## config.mk

```make
export PLATFORM = sky130hd
export DESIGN_NAME = substring_first_match
export DESIGN_NICKNAME = d
export VERILOG_FILES = /design/src/hdl/sfm_pkg.sv /design/src/hdl/sfm_front.sv /design/src/hdl/sfm_queue.sv /design/src/hdl/substring_first_match.sv
export SDC_FILE = /design/constraint.sdc
export NUM_CORES = 1
export LEC_CHECK = 0
export BUFFER_PORTS_ARGS = -buffer_cell sky130_fd_sc_hd__buf_4
export CAP_MARGIN = 20
export CORE_MARGIN = 2
export CORE_UTILIZATION = 54
export DETAILED_ROUTE_END_ITERATION = 6
export MAX_ROUTING_LAYER = met4
export PLACE_DENSITY = 0.71
export SLEW_MARGIN = 10
export SYNTH_ARGS = -nofsm -noshare
export SYNTH_HDL_FRONTEND = slang
export SYNTH_SLANG_ARGS = --single-unit
export TNS_END_PERCENT = 10
```

## constraint.sdc

```tcl
create_clock -name clk -period 14.9 [get_ports clk]
set_input_delay 1.49 -clock clk [delete_from_list [all_inputs] [get_ports clk]]
set_output_delay 1.49 -clock clk [all_outputs]
set_load 0.02 [all_outputs]
```

## src/hdl/sfm_pkg.sv

```systemverilog
// ---------------------------------------------------------------------------
// sfm_pkg: shared definitions for the substring first-match search block
// Request types, configuration register map and sizing constants.
// ---------------------------------------------------------------------------
`default_nettype none

package sfm_pkg;

  // Default sizing, handed to the top level as parameter defaults.
  localparam int MAX_NEEDLE_DEF  = 16;
  localparam int OFFSET_BITS_DEF = 32;
  localparam int QUEUE_DEPTH_DEF = 4;

  // Fixed field widths.
  localparam int BYTE_W     = 8;
  localparam int LEN_W      = 5;
  localparam int REG_W      = 64;
  localparam int OFFSET_W   = 32;
  localparam int CFG_IDX_W  = 2;
  // Needle byte slots held by the two needle registers together.
  localparam int NEEDLE_SLOTS = (2 * REG_W) / BYTE_W;

  // Configuration register indexes.
  localparam logic [CFG_IDX_W-1:0] REG_NEEDLE_LEN  = 2'd0;
  localparam logic [CFG_IDX_W-1:0] REG_NEEDLE_LOW  = 2'd1;
  localparam logic [CFG_IDX_W-1:0] REG_NEEDLE_HIGH = 2'd2;

  localparam logic [LEN_W-1:0] NEEDLE_LEN_RST = 5'd1;

  typedef struct packed {
    logic [BYTE_W-1:0] text_byte;
    logic              is_last;
  } in_item_t;

  typedef struct packed {
    logic                found;
    logic [OFFSET_W-1:0] match_offset;
    logic                overflow;
  } out_item_t;

  typedef struct packed {
    logic [LEN_W-1:0] needle_len;
    logic [REG_W-1:0] needle_bytes_low;
    logic [REG_W-1:0] needle_bytes_high;
  } cfg_regs_t;

endpackage

`default_nettype wire

```

## src/hdl/sfm_front.sv

```systemverilog
// ---------------------------------------------------------------------------
// sfm_front: window, byte counter and parallel needle compare
// Takes one haystack byte per cycle and classifies it into a found result,
// a not-found result or no result at all.
// ---------------------------------------------------------------------------
`default_nettype none

module sfm_front #(
  parameter int MAX_NEEDLE  = sfm_pkg::MAX_NEEDLE_DEF,
  parameter int OFFSET_BITS = sfm_pkg::OFFSET_BITS_DEF
) (
  input  wire logic               clk,
  input  wire logic               rst_n,
  input  wire sfm_pkg::cfg_regs_t cfg,
  input  wire logic               item_valid,
  input  wire sfm_pkg::in_item_t  item,
  output logic                    res_valid,
  output sfm_pkg::out_item_t      res
);

  localparam int CNT_W = (OFFSET_BITS > sfm_pkg::OFFSET_W) ? sfm_pkg::OFFSET_W : OFFSET_BITS;
  localparam logic [CNT_W-1:0] CNT_MAX = {CNT_W{1'b1}};
  localparam logic [sfm_pkg::LEN_W-1:0] MAX_LEN = sfm_pkg::LEN_W'(MAX_NEEDLE);
  localparam int SLOT_W = $clog2(sfm_pkg::NEEDLE_SLOTS);

  logic [sfm_pkg::BYTE_W-1:0] window_r   [MAX_NEEDLE];
  logic [sfm_pkg::BYTE_W-1:0] window_nxt [MAX_NEEDLE];
  logic [sfm_pkg::BYTE_W-1:0] needle     [sfm_pkg::NEEDLE_SLOTS];
  logic [CNT_W-1:0]           bytes_seen_r;
  logic                       match_rep_r;
  logic                       count_sat_r;

  logic [sfm_pkg::LEN_W-1:0]  len_eff;
  logic [sfm_pkg::LEN_W-1:0]  len_m1;
  logic [CNT_W-1:0]           len_m1_ext;
  logic                       sat_now;
  logic                       prefix_short;
  logic                       mismatch;
  logic                       hit;
  logic [CNT_W-1:0]           offset;

  // Needle bytes, byte i at bits 8i of the low/high register pair.
  always_comb begin
    for (int i = 0; i < sfm_pkg::NEEDLE_SLOTS; i++) begin
      if (i < sfm_pkg::NEEDLE_SLOTS / 2) begin
        needle[i] = cfg.needle_bytes_low[i*sfm_pkg::BYTE_W +: sfm_pkg::BYTE_W];
      end else begin
        needle[i] = cfg.needle_bytes_high[(i - sfm_pkg::NEEDLE_SLOTS / 2)*sfm_pkg::BYTE_W
                                          +: sfm_pkg::BYTE_W];
      end
    end
  end

  // Out-of-range lengths are clamped into 1..MAX_NEEDLE.
  always_comb begin
    if (cfg.needle_len == '0) begin
      len_eff = sfm_pkg::LEN_W'(1);
    end else if (cfg.needle_len > MAX_LEN) begin
      len_eff = MAX_LEN;
    end else begin
      len_eff = cfg.needle_len;
    end
  end

  assign len_m1     = len_eff - sfm_pkg::LEN_W'(1);
  assign len_m1_ext = CNT_W'(len_m1);

  always_comb begin
    window_nxt[0] = item.text_byte;
    for (int k = 1; k < MAX_NEEDLE; k++) begin
      window_nxt[k] = window_r[k-1];
    end
  end

  // Window entry j (j bytes back) lines up with needle byte len-1-j.
  always_comb begin
    logic [sfm_pkg::LEN_W-1:0] nidx;
    mismatch = 1'b0;
    for (int j = 0; j < MAX_NEEDLE; j++) begin
      nidx = len_m1 - sfm_pkg::LEN_W'(j);
      if ((sfm_pkg::LEN_W'(j) < len_eff) && (window_nxt[j] != needle[nidx[SLOT_W-1:0]])) begin
        mismatch = 1'b1;
      end
    end
  end

  assign sat_now      = count_sat_r | (bytes_seen_r == CNT_MAX);
  assign prefix_short = !sat_now && (bytes_seen_r < len_m1_ext);
  assign hit          = !prefix_short && !mismatch;
  assign offset       = (bytes_seen_r >= len_m1_ext) ? (bytes_seen_r - len_m1_ext) : '0;

  assign res_valid        = item_valid && !match_rep_r && (hit || item.is_last);
  assign res.found        = hit;
  assign res.match_offset = hit ? sfm_pkg::OFFSET_W'(offset) : '0;
  assign res.overflow     = sat_now;

  always_ff @(posedge clk) begin
    if (!rst_n || (item_valid && item.is_last)) begin
      for (int k = 0; k < MAX_NEEDLE; k++) begin
        window_r[k] <= '0;
      end
      bytes_seen_r <= '0;
      match_rep_r  <= 1'b0;
      count_sat_r  <= 1'b0;
    end else if (item_valid && !match_rep_r) begin
      window_r     <= window_nxt;
      bytes_seen_r <= sat_now ? bytes_seen_r : bytes_seen_r + CNT_W'(1);
      count_sat_r  <= sat_now;
      match_rep_r  <= hit;
    end
  end

endmodule

`default_nettype wire

```

## src/hdl/sfm_queue.sv

```systemverilog
// ---------------------------------------------------------------------------
// sfm_queue: result queue between the compare front and the result port
// A small register queue; the head entry drives the result port.
// ---------------------------------------------------------------------------
`default_nettype none

module sfm_queue #(
  parameter int DEPTH = sfm_pkg::QUEUE_DEPTH_DEF
) (
  input  wire logic               clk,
  input  wire logic               rst_n,
  input  wire logic               push,
  input  wire sfm_pkg::out_item_t push_item,
  output logic                    full,
  input  wire logic               pop,
  output logic                    empty,
  output sfm_pkg::out_item_t      head
);

  localparam int PTR_W = (DEPTH > 1) ? $clog2(DEPTH) : 1;
  localparam int CNT_W = $clog2(DEPTH + 1);
  localparam logic [PTR_W-1:0] LAST_PTR = PTR_W'(DEPTH - 1);

  sfm_pkg::out_item_t mem_r [DEPTH];
  logic [PTR_W-1:0]   wr_ptr_r;
  logic [PTR_W-1:0]   rd_ptr_r;
  logic [CNT_W-1:0]   count_r;
  logic               do_push;
  logic               do_pop;

  assign full    = (count_r == CNT_W'(DEPTH));
  assign empty   = (count_r == '0);
  assign do_push = push && !full;
  assign do_pop  = pop && !empty;
  assign head    = mem_r[rd_ptr_r];

  always_ff @(posedge clk) begin
    if (do_push) begin
      mem_r[wr_ptr_r] <= push_item;
    end
  end

  always_ff @(posedge clk) begin
    if (!rst_n) begin
      wr_ptr_r <= '0;
      rd_ptr_r <= '0;
      count_r  <= '0;
    end else begin
      if (do_push) begin
        wr_ptr_r <= (wr_ptr_r == LAST_PTR) ? '0 : wr_ptr_r + PTR_W'(1);
      end
      if (do_pop) begin
        rd_ptr_r <= (rd_ptr_r == LAST_PTR) ? '0 : rd_ptr_r + PTR_W'(1);
      end
      if (do_push && !do_pop) begin
        count_r <= count_r + CNT_W'(1);
      end else if (do_pop && !do_push) begin
        count_r <= count_r - CNT_W'(1);
      end
    end
  end

endmodule

`default_nettype wire

```

## src/hdl/substring_first_match.sv

```systemverilog
// ---------------------------------------------------------------------------
// substring_first_match: streaming search for the first needle occurrence
// Searches a byte stream for a needle of up to MAX_NEEDLE bytes and reports
// found with the start offset once, or not-found at the last byte.
// ---------------------------------------------------------------------------
// Throughput: one haystack byte per cycle, sustained, as long as results are
//   popped; the compare of the whole window happens in the accepting cycle.
// Results: a byte's result is written into the result queue when the byte is
//   accepted, and reaches the head once the results ahead of it are popped.
// Reset: synchronous, active low; clears the search state, the result queue
//   and sets the needle length to 1 with an all-zero needle.
`default_nettype none

module substring_first_match #(
  parameter int MAX_NEEDLE  = sfm_pkg::MAX_NEEDLE_DEF,
  parameter int OFFSET_BITS = sfm_pkg::OFFSET_BITS_DEF,
  parameter int QUEUE_DEPTH = sfm_pkg::QUEUE_DEPTH_DEF
) (
  input  wire logic                            clk,
  input  wire logic                            rst_n,
  // Haystack byte requests.
  input  wire logic                            in_push,
  input  wire sfm_pkg::in_item_t               in_data,
  output logic                                 in_full,
  // Result requests.
  output logic                                 out_empty,
  output sfm_pkg::out_item_t                   out_data,
  input  wire logic                            out_pop,
  // Configuration writes.
  input  wire logic                            cfg_we,
  input  wire logic [sfm_pkg::CFG_IDX_W-1:0]   cfg_index,
  input  wire logic [sfm_pkg::REG_W-1:0]       cfg_wdata
);

  sfm_pkg::cfg_regs_t cfg_r;
  sfm_pkg::out_item_t front_res;
  logic               front_res_valid;
  logic               item_acc;
  logic               q_full;

  // Configuration registers. Writes to an index past the register list are
  // dropped. The search uses these values directly, so a new needle takes
  // effect with the next compare.
  always_ff @(posedge clk) begin
    if (!rst_n) begin
      cfg_r.needle_len        <= sfm_pkg::NEEDLE_LEN_RST;
      cfg_r.needle_bytes_low  <= '0;
      cfg_r.needle_bytes_high <= '0;
    end else if (cfg_we) begin
      unique case (cfg_index)
        sfm_pkg::REG_NEEDLE_LEN:  cfg_r.needle_len        <= cfg_wdata[sfm_pkg::LEN_W-1:0];
        sfm_pkg::REG_NEEDLE_LOW:  cfg_r.needle_bytes_low  <= cfg_wdata;
        sfm_pkg::REG_NEEDLE_HIGH: cfg_r.needle_bytes_high <= cfg_wdata;
        default: ;
      endcase
    end
  end

  // A byte is taken whenever the result queue has room, whether or not it
  // turns out to produce a result. The queue decouples the compare front
  // from a stalled consumer.
  assign in_full  = q_full;
  assign item_acc = in_push && !in_full;

  sfm_front #(
    .MAX_NEEDLE  (MAX_NEEDLE),
    .OFFSET_BITS (OFFSET_BITS)
  ) u_front (
    .clk        (clk),
    .rst_n      (rst_n),
    .cfg        (cfg_r),
    .item_valid (item_acc),
    .item       (in_data),
    .res_valid  (front_res_valid),
    .res        (front_res)
  );

  // Result queue; its head is the result port.
  sfm_queue #(
    .DEPTH (QUEUE_DEPTH)
  ) u_queue (
    .clk       (clk),
    .rst_n     (rst_n),
    .push      (front_res_valid),
    .push_item (front_res),
    .full      (q_full),
    .pop       (out_pop),
    .empty     (out_empty),
    .head      (out_data)
  );

endmodule

`default_nettype wire

```

* Word-level counts from Yosys, hierarchy flattened
Memories as Yosys holds them, arrays and structs flattened. A register that Yosys moved wholly into a read port is not among the register bits.
Index checks and enable logic that the tools add are counted.
** Operators by class
- Add/sub/neg operators :: 22
- $lt $le $gt $ge :: 35
- Eq/ne operators :: 22
- Mux-type cells :: 76
- Bitwise logic cells :: 18
- Reduce and logical (&&, ||, !) cells :: 45
** Operator list (number)
- 8-bit binary-select mux with 4-bit select :: 16
- 8-bit 2-to-1 mux :: 32
- 8-bit != test :: 16
- 5-bit >= comparator (second input constant) :: 16
- 4-bit NOT with 5-bit output :: 16
- 32-bit 2-to-1 mux :: 2
- 4-bit by 5-bit < comparator with 1-bit output (first input constant) :: 8
- 32-bit by 1-bit adder with 32-bit output (second input constant) :: 1
- 32-bit == test (second input constant) :: 1
- 32-bit by 5-bit >= comparator with 1-bit output :: 1
- 32-bit by 5-bit < comparator with 1-bit output :: 1
- 32-bit by 5-bit subtractor with 32-bit output :: 1
- 4-bit subtractor (second input constant) :: 8
- 1-bit logical AND :: 26
- 3-bit by 5-bit < comparator with 1-bit output (first input constant) :: 4
- 1-bit 2-to-1 mux :: 18
- 4-bit by 3-bit subtractor with 4-bit output (second input constant) :: 4
- 1-bit by 5-bit < comparator with 1-bit output (first input constant) :: 2
- 2-bit by 5-bit < comparator with 1-bit output (first input constant) :: 2
- 5-bit 2-to-1 mux :: 2
- 1-bit zero test :: 9
- 2-bit 2-to-1 mux :: 4
- 2-bit AND reduction :: 4
- 4-bit by 2-bit subtractor with 4-bit output (second input constant) :: 2
- other kinds (17) :: 22
** Word-level totals
- Bits in registers :: 294
- RAM bits :: 136
- Input bits :: 80
- Output and inout port bits :: 36
- Logic and storage cells :: 243
- Memories kept :: 1
** Memories
- u_queue.mem_r :: words 4, bits a word 34, read ports 1, clocked after memory_dff 1, write ports 1, line sfm_queue.sv:24 : sfm_pkg::out_item_t mem_r [DEPTH];

* Longest topological paths before layout
Gate-level depths: netlist of the first run.
- Depth in word-level cells :: 35
- Gate-level depth with buffers :: 32
- Depth with buffers taken out :: 25

* Modules after synthesis
From an unflattened synthesis of the first run, not the netlist that was laid out.
** Unflattened totals
- Cell total of the unflattened synthesis :: 3282
- Area, all modules :: 29011.6 um^2
** Modules (own cells, without submodules)
- sfm_front :: times used 1, cells each 2548, area each 18590.3 um^2, seq. area each 3083.0 um^2
- sfm_queue :: times used 1, cells each 229, area each 5435.2 um^2, seq. area each 4264.1 um^2
- substring_first_match :: times used 1, cells each 505, area each 4986.0 um^2, seq. area each 2662.6 um^2

* Worst setup path after synthesis of the first run
No wires, ideal clock.
- Path type :: register to register
- Start :: reg cfg_r[132] (netlist bit)
- End :: mem u_queue.mem_r[0][0] (netlist bit) (enable)
- Arrival :: 8.051 ns
- Data required time :: 14.506 ns
- Slack :: 6.455 ns
- Cell stages (with the launch flop) :: 28
- Buffers on the path :: 7
- Clock period less this slack :: 8.445 ns
- Cell sequence :: dfxtp_1 -> or4_1 -> buf_2 -> nand2_4 -> inv_4 -> clkbuf_1 -> buf_1 -> ha_1 -> xnor2_2 -> inv_2 -> clkbuf_1 -> clkbuf_1 -> clkbuf_1 -> ha_1 -> and3_1 -> a31o_2 -> a211oi_1 -> buf_2 -> mux4_2 -> xor2_1 -> nor2_1 -> nand4_1 -> a211oi_1 -> nand4_1 -> o41a_1 -> or3_4 -> a21oi_4 -> and2_1
** On the way
- Longest elaborated chain between the ends :: 33
- Elaborated cells on any way between the ends :: 158
- Those cells by class :: add/sub: 16; order compare: 18; eq/ne: 16; mux: 68; bitwise: 16; reduce/logical: 24
** RTL lines
- from (decl) :: line substring_first_match.sv:35 : sfm_pkg::cfg_regs_t cfg_r;
- 5-bit greater-than comparator :: line sfm_front.sv:58 : end else if (cfg.needle_len > MAX_LEN) begin
- 5-bit 2-to-1 mux :: line sfm_front.sv:58
- 5-bit 2-to-1 mux (*) :: line sfm_front.sv:56 : if (cfg.needle_len == '0) begin
- 5-bit by 1-bit subtractor with 5-bit output :: line sfm_front.sv:65 : assign len_m1 = len_eff - sfm_pkg::LEN_W'(1);
- 4-bit by 1-bit subtractor with 4-bit output or 4-bit NOT with 5-bit output (tied branches) :: line sfm_front.sv:80, sfm_front.sv:81
- 4-bit NOT with 5-bit output (not written as such) or 8-bit binary-select mux with 4-bit select (tied branches) :: line sfm_front.sv:81 : if ((sfm_pkg::LEN_W'(j) < len_eff) && (window_nxt[j] != needle[nidx[SLOT_W-1:0]])) begin
- 8-bit binary-select mux with 4-bit select or 8-bit 2-to-1 mux (tied branches) :: line sfm_front.sv:81
- 8-bit 2-to-1 mux (not written as such) :: line sfm_front.sv:81
- [18 not listed]
- 1-bit zero test :: line sfm_front.sv:89 : assign hit = !prefix_short && !mismatch;
- 1-bit logical AND (*) :: line sfm_front.sv:89
- 1-bit logical OR (*) :: line sfm_front.sv:92 : assign res_valid = item_valid && !match_rep_r && (hit || item.is_last);
- 1-bit logical AND (*) :: line sfm_front.sv:92
- 1-bit logical AND (*) :: line sfm_queue.sv:33 : assign do_push = push && !full;
- named net u_queue.do_push :: line sfm_queue.sv:28 : logic do_push;
- 1-bit 2-to-1 mux (*) :: line sfm_queue.sv:38 : if (do_push) begin
- 1-bit 2-to-1 mux (not written as such) (*) :: line sfm_queue.sv:39 : mem_r[wr_ptr_r] <= push_item;
- to (decl) :: line sfm_queue.sv:24
Mark *: on every way through the listed nets, which the timed path passes. The rest lies on a longest branch. The select of a mux whose other input is x is not followed.

* Final worst setup path of the first run
- Start :: reg cfg_r[132] (netlist bit)
- End :: reg u_queue.count_r[2]
** On the way
- Longest elaborated chain between the ends :: 34
- Elaborated cells on any way between the ends :: 161
- Those cells by class :: add/sub: 16; order compare: 18; eq/ne: 16; mux: 67; bitwise: 16; reduce/logical: 28
** RTL lines
- 5-bit greater-than comparator :: line sfm_front.sv:58
- 5-bit 2-to-1 mux :: line sfm_front.sv:58
- 5-bit 2-to-1 mux (*) :: line sfm_front.sv:56
- 5-bit by 1-bit subtractor with 5-bit output :: line sfm_front.sv:65
- 4-bit by 1-bit subtractor with 4-bit output or 4-bit NOT with 5-bit output (tied branches) :: line sfm_front.sv:80, sfm_front.sv:81
- 4-bit NOT with 5-bit output (not written as such) or 8-bit binary-select mux with 4-bit select (tied branches) :: line sfm_front.sv:81
- 8-bit binary-select mux with 4-bit select or 8-bit 2-to-1 mux (tied branches) :: line sfm_front.sv:81
- 8-bit 2-to-1 mux (not written as such) :: line sfm_front.sv:81
- [19 not listed]
- 1-bit logical AND (*) :: line sfm_front.sv:89
- 1-bit logical OR (*) :: line sfm_front.sv:92
- 1-bit logical AND (*) :: line sfm_front.sv:92
- 1-bit logical AND (*) :: line sfm_queue.sv:33
- named net u_queue.do_push :: line sfm_queue.sv:28
- 1-bit zero test :: line sfm_queue.sv:57 : end else if (do_pop && !do_push) begin
- 1-bit logical AND :: line sfm_queue.sv:57
- 2-bit nonzero test (no source line)
- to (signal assigned) :: line sfm_queue.sv:56 : count_r <= count_r + CNT_W'(1);
- to (signal assigned) :: line sfm_queue.sv:58 : count_r <= count_r - CNT_W'(1);
- to (decl) :: line sfm_queue.sv:27 : logic [CNT_W-1:0] count_r;
Marks and branches as above.
A chain may end at the register's enable or synchronous reset.

==> results of run 1 <==
[Yosys cell counts (all sizes together) (3+ instances only)]
cell / number / area (um^2)
nand3b: 3 / 22.5
a211oi: 68 / 510
xnor2: 112 / 996
a22oi: 31 / 233
edfxtp: 136 / 4080
mux2: 24 / 270
nand3: 36 / 180
a31oi: 46 / 288
clkbuf: 183 / 687
a221oi: 12 / 105
or4: 7 / 52.6
mux4: 178 / 4010
nor3b: 5 / 37.5
inv: 24 / 92.6
or3: 18 / 118
dfxtp: 296 / 5930
or2: 13 / 81.3
nor2: 90 / 338
ha: 22 / 275
o21ai: 66 / 330
o21a: 19 / 143
nor4: 20 / 131
nand4b: 7 / 61.3
maj3: 3 / 30.0
mux2i: 42 / 420
xor2: 61 / 534
and3b: 6 / 52.6
a21o: 4 / 30.0
o31a: 3 / 26.3
nand2: 737 / 2770
nor2b: 20 / 125
nand4: 28 / 175
nand2b: 71 / 444
and3: 55 / 344
nor3: 29 / 145
o22ai: 14 / 87.6
and2: 9 / 56.3
buf: 46 / 233
o211ai: 6 / 45.0
a21oi: 156 / 792
a21boi: 133 / 998
[per-stage QoR]
stage / area, um^2 / total power [mW] / util [%] / worst slack, ps / hold slack [ps]
5_1_grt: 29300 / 3.31 / 60.1 / 5120 / 495
3_5_place_dp: 27700 / 2.03 / 56.8 / 5430 / 460
3_3_place_gp: 27700 / 2.02 / 56.8 / 5620 / 456
6_report: 29300 / 3.20 / 60.2 / 5600 / 474
4_1_cts: 29300 / 3.20 / 60.1 / 5400 / 469
2_1_floorplan: 26600 / 1.78 / - / 6450 / 448
[how the worst max path moves through the flow]
stage,cells past startpoint,from,slack [ps],end
floorplan,27,cfg_r[132]$_SDFFE_PN0P_,6450,u_queue.mem_r[0][0]$_DFFE_PP_
global placement,26,cfg_r[132]$_SDFFE_PN0P_,5620,u_queue.count_r[2]$_SDFFE_PN0P_
detailed placement,26,cfg_r[132]$_SDFFE_PN0P_,5430,u_queue.count_r[2]$_SDFFE_PN0P_
CTS,26,cfg_r[132]$_SDFFE_PN0P_,5400,u_queue.count_r[2]$_SDFFE_PN0P_
global route,27,cfg_r[132]$_SDFFE_PN0P_,5120,u_queue.count_r[2]$_SDFFE_PN0P_
finish,27,cfg_r[132]$_SDFFE_PN0P_,5600,u_queue.count_r[2]$_SDFFE_PN0P_
[worst max-delay path: stages, from the launching register on]
cell	delay (ps)
dfxtp_1	570
or4_1	700
nand2_4	560
inv_4	370
ha_1	410
xnor2_4	170
buf_4	470
inv_2	460
ha_1	420
and3_1	200
a31o_2	230
a211oi_4	460
buf_8	230
mux4_2	520
xor2_1	160
nor2_1	110
nand4_1	130
a211oi_1	300
nand4_1	200
o41a_1	470
or3_4	450
a21oi_4	270
ha_1	230
inv_1	60
fa_1	370
xor2_1	160
or3_1	300
a21boi_0	160
[metal layers]
metal	track usage (%)	up-vias	part of all wire [%]
met4	12.3	0	3.5
li1	-	10300	-
met1	52.6	11300	42
met3	8.99	170	12
met5	-	-	0
met2	51.3	1287	43
[report_power, final]
group | switching (mW) | leakage, nW | internal [mW]
Combinational | 0.432 | 5.46 | 0.290
Clock | 0.492 | 0.776 | 0.696
Sequential | 0.0429 | 3.53 | 1.25
Total | 0.966 | 9.77 | 2.23
[registers in the layout (all words and copies together) (netlist names), named ones only]
| name | count |
|---|---|
| u_queue.wr_ptr_r | 2 |
| cfg_r | 133 |
| u_queue.mem_r | 136 |
| u_front.count_sat_r | 1 |
| u_front.bytes_seen_r | 32 |
| u_front.match_rep_r | 1 |
| u_queue.rd_ptr_r | 2 |
| u_front.window_nxt | 120 |
| u_queue.count_r | 3 |
[kinds of logic after synthesis]
family          share of synthesized area, %
simple gates                            19.5
compound gates                          14.3
flops                                   37.7
buf+inv                                 3.84
mux                                     17.7
xor+xnor                                5.76
fa+ha+maj                               1.30
[final cells by class]
cell class	instances	share of cell area, %
antenna	4	0.0341
clock buffer	59	4.33
clock inverter	23	1.05
inverter	26	0.350
multi-input combinational	2183	53.4
sequential	432	34.1
tap	664	2.83
timing repair buffer	150	3.87
==> out/qor.yml, run 1 <==
worst_setup_path:
  worstPathMaxFanout: 51
  reg2reg_depth: 27
  end_kind: "flip-flop"
  worstSetupPathType: "reg -> reg"
  worstSetupStartpointType: "flip-flop"
  cp_data_arrival_time_ps: 9810
  reg2reg_to: "u_queue.count_r[2]$_SDFFE_PN0P_"
  cp.required_ps: 15420
  rrSetupSlack_ps: 5600
  rr_startpoint: "cfg_r[132]$_SDFFE_PN0P_"
clock_tree:
  clockRootBuffer: "clkbuf_16"
  numCtsBuffers: 44
  post_cts_resized: 0
  clock-sinks: 432
  clkLatencyLatePin_ps: 600
  cts_tree: "yes"
  cts_setup_buffers: 0
  holdBufCountCts: 0
  cts_buffer_depth: 3
  htree_levels: 2
  clk_pin_slew_worst_paths_ps: 70
floorplanning:
  ioPinCount: 116
  die_y_um: 226
  initial_core_util_pct: 54.5
  die-area_um2: 51000
  die_w_um: 226
  coreArea_um2: 48700
  row_count: 81
hold_path:
  min_path_type: "reg -> reg"
  hold-path-endpoint: "u_front.window_nxt[1]$_SDFFE_PP0P_"
  min_from: "u_front.window_nxt[1]$_SDFFE_PP0P_"
  whs_path_depth: 2
placed_design:
  port_buffers: 115
  post-dp-hpwl_um: 68700
  dp.cells: 3454
  place.gp.congestion: 1.04
logic_synthesis:
  seq_area_frac_synth_pct: 37.7
  yosysWarnings: 0
  ys_ff_latch: 432
  avgSynthCellArea_um2: 9.26
  synth_cells: 2870
  netlist_area_um2: 26600
  synthArstFlopShare_pct: 0
  synth_edf_count: 136
  synth.distinct_cells: 75
  synth.net_count: 2974
  synth_flop_cell: "dfxtp_1"
route:
  dr.first_iter.drc_count: 3105
  drt-vias-per-instance: 6.50
  dr.pass1.iters: 7
  wl_per_cell_um: 26.0
  vias: 23000
  drcViolationCount: 17
  ant_nets: 0
  wl_um: 92200
run:
  cap_violations: 0
grt:
  grt_pass1_vias: 20900
  grt_start_max_net_pins: 118
  antenna_found_initial: 4
  grt_pass1_wl_um: 135000
  overflow: 0
  grtUsageTotal_pct: 36.9
sta:
  max_freq_mhz: 108
  skew_ps: 16.6
  fin_crit_ps: 9300
  final_hold_viol_count: 0
  setup_tns_ps: 0
  drv_slew: 0
  finalSetupViolations: 0
  maxSlewHeadroom_pct: 17.8
  finalCritPeriodShare_pct: 62.4
  rsz0062_at_grt: "false"
  worstMarginPinSlew_ps: 1230
cells_and_area:
  syn_to_final_growth_pct: 10.3
  final_layout_size_suffix_gt1_share_pct: 16.4
  fillers: 4122
  stdcell_count: 3541
  layout_common_cells: "736 x nand2_1, 294 x dfxtp_1, 178 x mux4_2, 155 x a21oi_1, 149 x buf_4"
  layout_commonest_cell: "nand2_1"
  fin_nets: 2941
  multi_input_area_um2: 15700
  regArea_um2: 10000
status:
  violations: "DRC"
  outcome: "finished with violations"
power_and_ir_drop:
  p_leak_nw: 9.77
  peakVddDrop_mv: 0.0877
  power_density_nw_per_um2: 109
(Power assumes the default switching activity.)
==> run 2, diff against run 1 <==
clock period = 8.7 ns   (was 14.9 ns; I/O delays follow)
==> out/qor.yml, run 2 (synthesis gave the netlist of run 1 again) <==
cells_and_area:
  fin_area_um2: 29400  # +0.10%
  final_layout_size_suffix_gt1_share_pct: 16.6  # +0.21 points
  largest_register_ffs: 136  # unchanged
  layout_commonest_cell: "nand2_1"
  utilization_pct: 60.2  # +0.062 points
  fillers: 4207  # +2.1%
  fin_nets: 2956  # +0.51%
  regMostFlops: "u_queue.mem_r"
  layout_common_cells: "736 x nand2_1, 294 x dfxtp_1, 178 x mux4_2, 161 x buf_4, 155 x a21oi_1"
  stdcell_count: 3550  # +0.25%
  syn_to_final_growth_pct: 10.4
clock_tree:
  clockRootBuffer: "clkbuf_16"
  cts_tree: "yes"
  cts_buffer_depth: 3  # unchanged
  numCtsBuffers: 45  # +2.3%
  cts_setup_buffers: 0  # unchanged
  holdBufCountCts: 0  # unchanged
  clk_pin_slew_worst_paths_ps: 70  # about the same
  htree_levels: 2  # unchanged
  post_cts_resized: 0  # unchanged
  clkLatencyLatePin_ps: 600  # about the same
  clock-sinks: 432  # unchanged
power_and_ir_drop:
  peakVddDrop_mv: 0.199  # +130%
  p_leak_nw: 9.81  # +0.36%
  power_density_nw_per_um2: 185  # +69%
worst_setup_path:
  reg2reg_depth: 25  # -7.4%
  cp_data_arrival_time_ps: 8220  # -1590 ps
  slowest_delay_ps: 690  # about the same
  path_buf_inv: 4  # -1
  worstSetupPathType: "reg -> reg"
  crit_slowest_cell: "or4_1"
  worstPathMaxFanout: 50  # -2.0%
  rrSetupSlack_ps: 990  # -4610 ps
  crit_family: "simple AND/OR/NAND/NOR gates"
  reg2reg_to: "u_queue.count_r[2]$_SDFFE_PN0P_"
  cp.required_ps: 9220  # -6200 ps
  critPathMostFrequentCell: "ha_1"
  end_kind: "flip-flop"
  rr_startpoint: "cfg_r[132]$_SDFFE_PN0P_"
  setup.worst_path.start: "cfg_r[132]$_SDFFE_PN0P_"
  worstSetupStartpointType: "flip-flop"
run:
  cap_violations: 0  # unchanged
route:
  ant_nets: 0  # unchanged
  wl_um: 92200  # about the same
  drt-vias-per-instance: 6.47  # -0.44%
  wl_per_cell_um: 26.0  # -0.34%
  vias: 23000  # -0.19%
  drcViolationCount: 0  # -17
  dr.pass1.iters: 6  # -1
  dr.first_iter.drc_count: 3103  # -0.064%
grt:
  overflow: 0  # unchanged
  grt_pass1_wl_um: 136000  # +0.40%
  grt_pass1_vias: 21000  # +0.15%
  grtUsageTotal_pct: 37.2  # +0.34 points
  antenna_found_initial: 1  # -3
  grt_start_max_net_pins: 118  # unchanged
placed_design:
  pre_cts_ws_ps: 1190  # -4240 ps
  place.gp.congestion: 1.01  # -2.5%
  postPlaceCellArea_um2: 27800  # +0.46%
  post-dp-hpwl_um: 69000  # +0.52%
  port_buffers: 115  # unchanged
  dp.cells: 3468  # +0.41%
hold_path:
  min_from: "u_front.window_nxt[7]$_SDFFE_PP0P_"
  whs_path_depth: 2  # unchanged
  hold-path-endpoint: "u_front.window_nxt[7]$_SDFFE_PP0P_"
  min_path_type: "reg -> reg"
sta:
  rsz0062_at_grt: "false"
  maxSlewHeadroom_pct: 14.6  # -3.1 points
  finalCritPeriodShare_pct: 88.6  # +26 points
  fin_crit_ps: 7710  # -1590 ps
  drv_slew: 0  # unchanged
  worstMarginPinSlew_ps: 1280  # +46.7 ps
  skew_ps: 23.4  # +6.76 ps
  max_freq_mhz: 130  # +21%
  setup_ws_ps: 995  # -4610 ps
  finalSetupViolations: 0  # unchanged
  final_hold_viol_count: 0  # unchanged
  setup_tns_ps: 0  # unchanged
floorplanning:
  initial_core_util_pct: 54.5  # unchanged
  coreArea_um2: 48700  # unchanged
  row_count: 81  # unchanged
  die_w_um: 226  # unchanged
  ioPinCount: 116  # unchanged
  die-area_um2: 51000  # unchanged
  die_y_um: 226  # unchanged
status:
  outcome: "completed"
[run 2: final cells by class]
type | instances | area [um^2] | area share [%]
Timing Repair Buffer | 164 | 1250 | 4.28
Clock buffer | 57 | 1220 | 4.16
Tap cell | 664 | 831 | 2.83
Sequential cell | 432 | 10000 | 34.1
Multi-Input combinational cell | 2183 | 15700 | 53.3
Clock inverter | 23 | 280 | 0.955
Inverter | 26 | 103 | 0.350
Antenna cell | 1 | 2.50 | 0.00852
[run 2: report_power, final]
part	leakage [nW]	switching (mW)	internal (mW)	total, mW
clock	0.728	0.840	1.12	1.96
combinational	5.55	0.741	0.501	1.24
sequential	3.53	0.0761	2.14	2.21
[run 2: worst min-delay path, cell delays in order, from the launching register on]
cell and delay, ps:
dfxtp_1 320, nand2_1 50, a21oi_1 50
[run 2: worst max path at each step]
stage	end	slack (ps)	cells after the start
finish	u_queue.count_r[2]$_SDFFE_PN0P_	990	25
global route	u_queue.count_r[2]$_SDFFE_PN0P_	650	25
CTS	u_queue.count_r[2]$_SDFFE_PN0P_	1210	21
detailed placement	u_queue.count_r[2]$_SDFFE_PN0P_	1190	21
global placement	u_queue.count_r[2]$_SDFFE_PN0P_	1420	26
floorplan	u_queue.mem_r[0][0]$_DFFE_PP_	250	27
[run 2: per-layer routing]
metal | global-route usage (%) | wire [um]
met4 | 12.1 | 3330
met2 | 48.8 | 37000
met1 | 54.2 | 39800
met5 | - | 0
met3 | 11.4 | 12000
[run 2: per-stage QoR]
stage / total power [mW] / hold WS, ps
floorplan: 3.05 / 448
global placement: 3.46 / 455
detailed placement: 3.48 / 460
CTS: 5.43 / 468
global route: 5.60 / 487
finish: 5.42 / 473
